## src/hdl/rlf_pkg.sv

```systemverilog
// Shared types, constants and the coefficient ROM for the RC low-pass FIR filter.
// No dependencies; imported by every module of the block.
package rlf_pkg;

    localparam int SAMPLE_W    = 16;
    localparam int COEF_W      = 12;
    localparam int ROM_LEN     = 114;
    localparam int TAPS_DEF    = 50;
    localparam int PROD_W      = 28;   // |coef * sample| < 2**27
    localparam int MAG_W       = 27;
    localparam int RECIP_SHIFT = 27;   // 2**shift >= largest magnitude, so q0 is q or q-1
    localparam int RECIP_W     = 16;
    localparam int TOTAL_W     = 16;

    typedef logic signed [SAMPLE_W-1:0] t_sample;
    typedef logic [COEF_W-1:0]          t_coef;

    typedef struct packed {
        logic clr;     // start a new sum
        logic valid;   // one tap enters the multiply-divide pipe
    } t_mac_ctl;

    localparam t_coef COEF_ROM [ROM_LEN] = '{
        12'd3141, 12'd2925, 12'd2724, 12'd2537, 12'd2362, 12'd2200, 12'd2048, 12'd1908,
        12'd1776, 12'd1654, 12'd1540, 12'd1434, 12'd1336, 12'd1244, 12'd1158, 12'd1079,
        12'd1004, 12'd935,  12'd871,  12'd811,  12'd755,  12'd703,  12'd655,  12'd610,
        12'd568,  12'd529,  12'd492,  12'd459,  12'd427,  12'd398,  12'd370,  12'd345,
        12'd321,  12'd299,  12'd278,  12'd259,  12'd241,  12'd225,  12'd209,  12'd195,
        12'd181,  12'd169,  12'd157,  12'd146,  12'd136,  12'd127,  12'd118,  12'd110,
        12'd102,  12'd95,   12'd89,   12'd83,   12'd77,   12'd72,   12'd67,   12'd62,
        12'd58,   12'd54,   12'd50,   12'd46,   12'd43,   12'd40,   12'd37,   12'd35,
        12'd32,   12'd30,   12'd28,   12'd26,   12'd24,   12'd23,   12'd21,   12'd19,
        12'd18,   12'd17,   12'd16,   12'd15,   12'd13,   12'd13,   12'd12,   12'd11,
        12'd10,   12'd9,    12'd9,    12'd8,    12'd7,    12'd7,    12'd6,    12'd6,
        12'd5,    12'd5,    12'd5,    12'd4,    12'd4,    12'd4,    12'd3,    12'd3,
        12'd3,    12'd3,    12'd2,    12'd2,    12'd2,    12'd2,    12'd2,    12'd2,
        12'd1,    12'd1,    12'd1,    12'd1,    12'd1,    12'd1,    12'd1,    12'd1,
        12'd1,    12'd1
    };

    // coefficients past the end of the ROM are zero
    function automatic t_coef coef_at(input logic [7:0] k);
        if (k < 8'(ROM_LEN)) begin
            return COEF_ROM[k[6:0]];
        end
        return '0;
    endfunction

    // elaboration-time sum of the first taps coefficients
    function automatic int coef_total(input int taps);
        int s;
        s = 0;
        for (int k = 0; k < taps && k < ROM_LEN; k++) begin
            s += int'(COEF_ROM[k]);
        end
        return s;
    endfunction

endpackage

```

## src/hdl/rc_lowpass_fir_filter.sv

```systemverilog
// Top level of the RC low-pass FIR filter: delay-line cell chain, tap unit, control.
// Depends on rlf_pkg, rlf_cell and rlf_mac.
//
// Usage:
//   Input channel i_valid/o_ready carries i_sample_in and i_is_payload; output
//   channel o_valid/i_ready carries o_sample_out. One result per transaction.
//   A payload sample is shifted into the TAPS-cell delay line; the chain then
//   rotates once around, presenting one tap per cycle to a single shared
//   multiply/divide/accumulate unit with a four-stage pipe.
//   Each payload sample goes through the walk (S_MAC), the pipe drain (S_DRAIN)
//   and the output step (S_PUT); the block takes no new sample until it is
//   back in idle.
//   A non-payload word passes straight through r_res and S_PUT to the output
//   register; the next input is taken once the block is back in idle.
//   The output register holds a result until taken; meanwhile o_ready stays
//   up in idle so a new sample can start. If the receiver stalls, a finished
//   result waits in a holding register and o_ready stays low until it moves.
//   Reset (synchronous, active low) clears the delay line and drops o_valid.
module rc_lowpass_fir_filter #(
    parameter int TAPS = rlf_pkg::TAPS_DEF
) (
    input  logic             i_clk,
    input  logic             i_rst_n,
    input  logic             i_valid,
    output logic             o_ready,
    input  rlf_pkg::t_sample i_sample_in,
    input  logic             i_is_payload,
    output logic             o_valid,
    input  logic             i_ready,
    output rlf_pkg::t_sample o_sample_out
);
    import rlf_pkg::*;

    localparam int KW = (TAPS > 1) ? $clog2(TAPS) : 1;

    typedef enum logic [1:0] {
        S_IDLE,
        S_MAC,
        S_DRAIN,
        S_PUT
    } t_state;

    t_state         r_state;
    logic [KW-1:0]  r_k;
    t_sample        r_res;
    logic           r_out_valid;
    t_sample        r_out_data;

    logic           w_in_acc;
    logic           w_load;
    logic           w_shift;
    logic           w_slot_free;
    logic           w_put;
    t_sample        w_head;
    t_sample        w_cell [TAPS];
    t_mac_ctl       w_ctl;
    t_sample        w_acc;
    logic           w_busy;

    assign o_ready     = (r_state == S_IDLE);
    assign w_in_acc    = i_valid && o_ready;
    assign w_load      = w_in_acc && i_is_payload;
    // new sample enters at the head; during the walk the tail wraps to the head
    assign w_shift     = w_load || (r_state == S_MAC);
    assign w_head      = w_load ? i_sample_in : w_cell[TAPS-1];
    assign w_slot_free = !r_out_valid || i_ready;
    assign w_put       = (r_state == S_PUT) && w_slot_free;

    genvar gi;
    generate
        for (gi = 0; gi < TAPS; gi++) begin : g_cell
            rlf_cell u_cell (
                .i_clk   (i_clk),
                .i_rst_n (i_rst_n),
                .i_shift (w_shift),
                .i_data  ((gi == 0) ? w_head : w_cell[(gi == 0) ? 0 : gi - 1]),
                .o_data  (w_cell[gi])
            );
        end
    endgenerate

    assign w_ctl.clr   = w_load;
    assign w_ctl.valid = (r_state == S_MAC);

    rlf_mac #(
        .TAPS (TAPS)
    ) u_mac (
        .i_clk    (i_clk),
        .i_rst_n  (i_rst_n),
        .i_ctl    (w_ctl),
        .i_coef   (coef_at(8'(r_k))),
        .i_sample (w_cell[TAPS-1]),
        .o_acc    (w_acc),
        .o_busy   (w_busy)
    );

    always_ff @(posedge i_clk) begin
        if (!i_rst_n) begin
            r_state     <= S_IDLE;
            r_k         <= '0;
            r_out_valid <= 1'b0;
        end else begin
            if (w_put) begin
                r_out_valid <= 1'b1;
            end else if (r_out_valid && i_ready) begin
                r_out_valid <= 1'b0;
            end
            case (r_state)
                S_IDLE: begin
                    if (w_in_acc) begin
                        if (i_is_payload) begin
                            r_k     <= KW'(TAPS - 1);
                            r_state <= S_MAC;
                        end else begin
                            r_res   <= i_sample_in;
                            r_state <= S_PUT;
                        end
                    end
                end
                S_MAC: begin
                    if (r_k == '0) begin
                        r_state <= S_DRAIN;
                    end else begin
                        r_k <= r_k - 1'b1;
                    end
                end
                S_DRAIN: begin
                    if (!w_busy) begin
                        r_res   <= w_acc;
                        r_state <= S_PUT;
                    end
                end
                S_PUT: begin
                    if (w_slot_free) begin
                        r_out_data <= r_res;
                        r_state    <= S_IDLE;
                    end
                end
                default: begin
                    r_state <= S_IDLE;
                end
            endcase
        end
    end

    assign o_valid      = r_out_valid;
    assign o_sample_out = r_out_data;

endmodule

```

## src/hdl/rlf_cell.sv

```systemverilog
// One delay-line cell: holds one sample and passes it to its neighbor on shift.
// Depends on rlf_pkg.
module rlf_cell (
    input  logic             i_clk,
    input  logic             i_rst_n,
    input  logic             i_shift,
    input  rlf_pkg::t_sample i_data,
    output rlf_pkg::t_sample o_data
);
    import rlf_pkg::*;

    t_sample r_data;

    always_ff @(posedge i_clk) begin
        if (!i_rst_n) begin
            r_data <= '0;
        end else if (i_shift) begin
            r_data <= i_data;
        end
    end

    assign o_data = r_data;

endmodule

```

## src/hdl/rlf_mac.sv

```systemverilog
// Tap unit: coef*sample, divide by the coefficient total (truncate toward zero)
// via reciprocal multiply plus one correction, then a 16-bit wrapping sum.
// Depends on rlf_pkg.
module rlf_mac #(
    parameter int TAPS = rlf_pkg::TAPS_DEF
) (
    input  logic              i_clk,
    input  logic              i_rst_n,
    input  rlf_pkg::t_mac_ctl i_ctl,
    input  rlf_pkg::t_coef    i_coef,
    input  rlf_pkg::t_sample  i_sample,
    output rlf_pkg::t_sample  o_acc,
    output logic              o_busy
);
    import rlf_pkg::*;

    localparam int TOTAL = coef_total(TAPS);
    localparam int RECIP = (2 ** RECIP_SHIFT) / TOTAL;
    localparam int QT_W  = RECIP_W + TOTAL_W;
    localparam logic [RECIP_W-1:0] RECIP_C = RECIP_W'(RECIP);
    localparam logic [TOTAL_W-1:0] TOTAL_C = TOTAL_W'(TOTAL);

    logic                           r_v1, r_v2, r_v3;
    logic signed [PROD_W-1:0]       r_prod;
    logic                           r_neg2, r_neg3;
    logic [MAG_W-1:0]               r_mag;
    logic [RECIP_W-1:0]             r_q0;
    logic [RECIP_W-1:0]             r_q;
    t_sample                        r_acc;

    logic signed [SAMPLE_W+COEF_W:0] w_prod_full;
    logic signed [PROD_W-1:0]        w_mag_full;
    logic [MAG_W+RECIP_W-1:0]        w_recip_prod;
    logic [QT_W-1:0]                 w_qt;
    logic [QT_W-1:0]                 w_rem;
    logic [RECIP_W-1:0]              w_q;
    logic [SAMPLE_W-1:0]             w_term;

    assign w_prod_full  = $signed({1'b0, i_coef}) * i_sample;
    assign w_mag_full   = r_prod[PROD_W-1] ? -r_prod : r_prod;
    assign w_recip_prod = w_mag_full[MAG_W-1:0] * RECIP_C;
    // estimate is exact or one low; fix with a single compare
    assign w_qt  = r_q0 * TOTAL_C;
    assign w_rem = QT_W'(r_mag) - w_qt;
    assign w_q   = r_q0 + RECIP_W'(w_rem >= QT_W'(TOTAL_C));
    assign w_term = r_neg3 ? (SAMPLE_W'(0) - r_q[SAMPLE_W-1:0]) : r_q[SAMPLE_W-1:0];

    always_ff @(posedge i_clk) begin
        if (!i_rst_n) begin
            r_v1 <= 1'b0;
            r_v2 <= 1'b0;
            r_v3 <= 1'b0;
        end else begin
            r_v1 <= i_ctl.valid;
            r_v2 <= r_v1;
            r_v3 <= r_v2;
        end
    end

    always_ff @(posedge i_clk) begin
        r_prod <= w_prod_full[PROD_W-1:0];
        r_neg2 <= r_prod[PROD_W-1];
        r_mag  <= w_mag_full[MAG_W-1:0];
        r_q0   <= w_recip_prod[RECIP_SHIFT +: RECIP_W];
        r_neg3 <= r_neg2;
        r_q    <= w_q;
    end

    always_ff @(posedge i_clk) begin
        if (!i_rst_n || i_ctl.clr) begin
            r_acc <= '0;
        end else if (r_v3) begin
            r_acc <= r_acc + $signed(w_term);
        end
    end

    assign o_acc  = r_acc;
    assign o_busy = r_v1 | r_v2 | r_v3;

endmodule

```

## config.mk

```make
export PLATFORM = sky130hd
export DESIGN_NAME = rc_lowpass_fir_filter
export DESIGN_NICKNAME = d
export VERILOG_FILES = /design/src/hdl/rlf_pkg.sv /design/src/hdl/rc_lowpass_fir_filter.sv /design/src/hdl/rlf_cell.sv /design/src/hdl/rlf_mac.sv
export SDC_FILE = /design/constraint.sdc
export NUM_CORES = 2
export LEC_CHECK = 0
export ABC_CLOCK_PERIOD_IN_PS = 22500
export BUFFER_PORTS_ARGS = -buffer_cell sky130_fd_sc_hd__buf_4
export CORE_MARGIN = 4
export CORE_UTILIZATION = 60
export CTS_CLUSTER_SIZE = 40
export DETAILED_ROUTE_END_ITERATION = 10
export PLACE_DENSITY_LB_ADDON = 0.05
export SYNTH_ARGS = -nofsm -noshare
export SYNTH_HDL_FRONTEND = slang
export SYNTH_SLANG_ARGS = --single-unit
```

## constraint.sdc

```tcl
create_clock -name i_clk -period 22.5 [get_ports i_clk]
set_input_delay 4.5 -clock i_clk [delete_from_list [all_inputs] [get_ports i_clk]]
set_output_delay 4.5 -clock i_clk [all_outputs]
set_load 0.05 [all_outputs]
```

[Word level (Yosys, flattened, before mapping)]
Memory sizes are Yosys's and may differ from the RTL's.
Index checks and enable logic that the tools add are counted.
W data, S select, Z words.
Cells by class
  add/sub/neg operators: 6
  multipliers: 3
  divide/modulo/power cells: 0
  magnitude comparators: 2
  eq/ne operators: 10
  shift-type cells: 0
  muxes and demuxes: 21
  bitwise gates (word level): 3
  reduce and logical (&&, ||, !) cells: 18
Operators with widths (count)
  $mux W16: 5
  $mul A27 B12 Y39 const B: 1
  $ge A32 B16 Y1 const B: 1
  $pmux W16 S2: 1
  $sub A27 B32 Y32: 1
  $mul A13 B16 Y28: 1
  $mul A12 B15 Y27 const B: 1
  $mux W27: 1
  $neg A27 Y27: 1
  $mux W12: 2
  $mux W6: 3
  $add A16 B16 Y16: 1
  $sub A1 B16 Y16 const A: 1
  $add A12 B1 Y13: 1
  $pmux W6 S2: 1
  $mux W2: 5
  $ne A2 B2 Y1 const B: 5
  $ge A8 B8 Y1 const B: 1
  $not A6 Y8: 1
  $pmux W2 S4: 1
  $reduce_and A4 Y1: 2
  $logic_not A6 Y1: 1
  $reduce_bool A2 Y1: 3
  $sub A6 B1 Y6 const B: 1
  other kinds (11): 21
Storage, ports and cells
  bits in registers: 945
  latch bits: 0
  bits in writable memories: 0
  ROM bits: 1536
  bits of input ports: 21
  memories: 1
Memory list
  (name not given): words 128, bits a word 12, read ports 1, clocked after memory_dff 0, write ports 0, RTL line rlf_pkg.sv:44  | return COEF_ROM[k[6:0]];

[Longest topological paths before layout]
  word-level depth: 5
  mapped depth: 35

[By module]
Synthesis repeated with hierarchy kept, for this count alone.
Second synthesis, totals
  cell total of the unflattened synthesis: 4932
  area total of the unflattened synthesis: 53998.0 um^2
Modules (own cells, without submodules)
  rlf_cell: instances 50, cells an instance 51, area an instance 615.6 um^2, sequential area each 320.3 um^2
  rlf_mac: instances 1, cells an instance 2088, area an instance 20141.8 um^2, sequential area each 2001.9 um^2
  rc_lowpass_fir_filter: instances 1, cells an instance 294, area an instance 3076.7 um^2, sequential area each 1141.1 um^2

[Least setup slack after synthesis]
OpenSTA, ideal clock, no wires.
  path type: flip-flop to flip-flop
  start: register u_mac.r_q0[10]
  end: register u_mac.r_q[12]
  data arrival time: 7540 ps
  required time: 22385 ps
  setup slack: 14845 ps
  cell stages (with the launch flop): 31
  buffers on the path: 0
  period minus slack after synthesis: 7655 ps
  cell sequence: dfxtp_1 inv_1 ha_1 fa_1 fa_1 fa_1 fa_1 inv_1 ha_1 a21oi_1 nor2b_1 o21a_1 o21ai_0 a21boi_0 o31a_1 o311a_1 o41a_1 xnor2_1 ha_1 a21o_1 a21oi_1 or3b_2 mux2i_1 o211ai_1 or4_1 ha_1 ha_1 and3_1 nand3_1 nor2_1 and2_1
Between the ends
  cells in the longest elaborated chain, start to end: 4
Ends and longest elaborated chain
  start: declaration: RTL line rlf_mac.sv:27  | logic [RECIP_W-1:0] r_q0;
  start signal: assignment: RTL line rlf_mac.sv:64  | r_q0 <= w_recip_prod[RECIP_SHIFT +: RECIP_W];
  $mul A12 B15 Y27: RTL line rlf_mac.sv:43  | assign w_qt = r_q0 * TOTAL_C;
  $sub A27 B32 Y32: RTL line rlf_mac.sv:44  | assign w_rem = QT_W'(r_mag) - w_qt;
  $ge A32 B16 Y1: RTL line rlf_mac.sv:45  | assign w_q = r_q0 + RECIP_W'(w_rem >= QT_W'(TOTAL_C));
  $add A12 B1 Y13 *: RTL line rlf_mac.sv:45
  named net u_mac.w_q[12]: RTL line rlf_mac.sv:36  | logic [RECIP_W-1:0] w_q;
  end signal: assignment: RTL line rlf_mac.sv:66  | r_q <= w_q;
  end: declaration: RTL line rlf_mac.sv:28  | logic [RECIP_W-1:0] r_q;
The timed path passes the listed nets; every way through them passes the cells marked *.
A chain may end at the register's enable or synchronous reset.

[Final worst setup path]
Ends and elaborated chain as after synthesis.

==> qor.yml <==
worst_setup_path:
  worstPathMaxFanout: 7
  max_stage_delay_ps: 610
  arrival_ps: 8980
  cp.required_ps: 23060
  cpMaxStageDelayCell: "or4_1"
  cp_num_buf_inv: 2
  crit_path_end_kind: "flop"
  reg2reg_slack_ps: 14080
  path_class: "flop to flop"
  start_kind: "flop"
  cp_top_family: "adder cells"
  cp_common_cell: "ha_1"
detailed_routing:
  wirelength_um: 100200
  wl_per_cell_um: 14.60
  antenna_left: 0
  drt-pass1-iter-count: 6
  vias: 36730
  drc: 0
  vias_per_cell: 5.352
  drt_iter0_drc: 2379
timing:
  clock_skew_ps: 26.47
  min_period_ps: 8424
  period_share: 0.3744
  rsz0062_at_grt: "no"
  hold_viol: 0
  slew-limit-headroom: 0.2157
  final-max-slew-violation-count: 0
  worst_slack_ps: 14080
  setup_tns_ps: 0
  max_freq_mhz: 118.7
  worst_pin_slew_ps: 1168
  setup_viol: 0
synthesis:
  netlist_instances: 5847
  synth_warnings: 0
  synth-seq-cells: 941
  synthTopCellsByArea: "dfxtp_1 (36%), fa_1 (14%), nand2_1 (13%)"
  synth.distinct_cells: 72
  syn_avg_cell_area_um2: 8.627
  synthesis.nets: 6569
  netlist.top_cell.by_area: "dfxtp_1"
  yosys-top-cells-count: "nand2_1 (1730), dfxtp_1 (909), a21oi_1 (801)"
  synth_top_area_frac: 0.3607
  async_flop_share: 0
  synth-edff-count: 32
  yosysMostFrequentCell: "nand2_1"
  syn_area_mm2: 0.05044
  ys.flop_type: "dfxtp_1"
  ys_seq_area_frac: 0.3798
floorplan:
  core-area_mm2: 0.08356
  num_io_pins: 39
  start_util: 0.6037
  die_area_mm2: 0.08878
  die_w_um: 298.0
  rows: 106
  die_y_um: 298.0
placement:
  place_worst_setup_slack_ps: 13450
  io_buffer_count: 38
  place_inst: 6684
  place.detailed.hpwl_um: 67720
  finalWeightedCongestion: 0.8825
clock_network:
  cts.sinks: 941
  cts_resized: 0
  cts_made_buffers: 96
  ctsLongestPathBuffers: 3
  clk_pin_slew_ps: 60
  tritoncts: "yes"
  postCtsSetupBuffers: 0
  htreeDepth: 3
  ctsHoldBuffers: 0
  ctsRootBufferMaster: "clkbuf_16"
  clock_latency_ps: 670
power_and_ir_drop:
  total_power_mw: 4.113
  peakVddDrop_mv: 0.1290
  power.density_mw_per_mm2: 75.37
  p_leak_nw: 22.54
cells_and_area:
  drive_above_1_share: 0.05155
  n_fill_cell: 7134
  syn_to_final_growth_pct: 8.195
  ff_latch_area_mm2: 0.01916
  nNetsFinal: 6424
  fin_cells: 6862
  multi_input_area_mm2: 0.02851
flow_run:
  maxCapViolCount: 0
global_routing:
  grt_max_degree: 235
  grt_use_total: 0.2238
  antenna_found_initial: 2
  globalRouteOverflowTotal: 0
  grt_pass1_vias: 34410
  grt_pass1_wl_um: 169500
status:
  outcome: "completed"
min_path:
  worstHoldPathType: "flop to flop"
-- power breakdown --
part / internal, mW / switching, mW
Combinational: 0.121 / 0.639
Sequential: 1.71 / 0.0250
Clock: 0.946 / 0.674
-- cell families (layout without fill, tap and decap cells) --
group | Yosys count | in the layout | share of synthesized area
AND/OR/NAND/NOR | 2094 | 2094 | 0.1679
AO/OA/AOI/OAI | 1175 | 1175 | 0.1342
flip-flops | 941 | 941 | 0.3798
buffers and inverters | 748 | 682 | 0.05576
adder cells (fa/ha/maj) | 701 | 701 | 0.2267
XOR/XNOR | 128 | 128 | 0.02222
multiplexers | 60 | 60 | 0.01334
other | 0 | 1 | 0
-- worst register-to-register path, delay by kind of cell, from the launching register on --
kind / cells / cell delay [ps]
AND/OR/NAND/NOR: 8 / 2060
buffers and inverters: 2 / 220
flip-flops: 1 / 520
adder cells (fa/ha/maj): 9 / 3640
AO/OA/AOI/OAI: 9 / 1740
multiplexers: 1 / 140
-- final cells by class --
type,count,share of cell area
tap,1080,0.02476
clock buffer,135,0.05209
inverter,419,0.02895
sequential,941,0.3510
timing repair buffer,86,0.01229
antenna,1,0.00004585
clock inverter,42,0.008390
multi-input combinational,4158,0.5225
-- layout by cell type, fill, tap and decap left out, drive strengths merged, types with 8 or more instances in the layout --
cell and count:
nand2 1730, dfxtp 909, a21oi 801, inv 422, fa 355, ha 346
clkbuf 135, nor2 111, a21boi 98, xnor2 96, and2 96, buf 86
o21ai 70, a211oi 39, mux2i 38, a21o 36, xor2 32, edfxtp 32
clkinv 32, nor2b 28, nor3 23, nand2b 22, nand3 22, mux2 18
o21a 17, o31ai 13, o21bai 13, a31oi 12, or3 11, o211ai 10
and3 9, or2 9, o31a 8, a2111oi 8
-- path summary, 6_finish.rpt --
path                          startpoint               endpoint  cells after the start
hold reg to reg     u_mac.r_neg2$_DFF_P_   u_mac.r_neg3$_DFF_P_                      0
hold / removal      u_mac.r_neg2$_DFF_P_   u_mac.r_neg3$_DFF_P_                      0
setup / recovery  u_mac.r_q0[10]$_DFF_P_  u_mac.r_q[12]$_DFF_P_                     29
setup reg to reg  u_mac.r_q0[10]$_DFF_P_  u_mac.r_q[12]$_DFF_P_                     29
-- state kept, by name, summed over array words and instances, names as in the netlist, 2 cells and up --
name / flops
u_mac.r_q0: 12
r_k: 6
u_mac.r_q: 13
r_state: 2
o_sample_out: 16
g_cell.u_cell.o_data: 800
u_mac.o_acc: 16
u_mac.r_mag: 26
r_res: 16
u_mac.r_prod: 28
-- metrics by stage --
stage          instance area [um2]  hold WS, ps    util
2_1_floorplan                50440        309.6       -
3_5_place_dp                 51280        315.7  0.6137
3_3_place_gp                 51280        313.5  0.6137
4_1_cts                      54580        328.3  0.6532
5_1_grt                      54580        337.3  0.6532
6_report                     54580        327.9  0.6532
-- layer usage --
metal / share of wire / vias up / global-route usage
met1: 0.49 / 17460 / 0.3325
met2: 0.44 / 513 / 0.3389
met3: 0.043 / 145 / 0.03899
met4: 0.026 / 0 / 0.06075
met5: 0 / - / 0
li1: - / 18610 / -
Note: power is estimated with default switching activity, not from simulation.
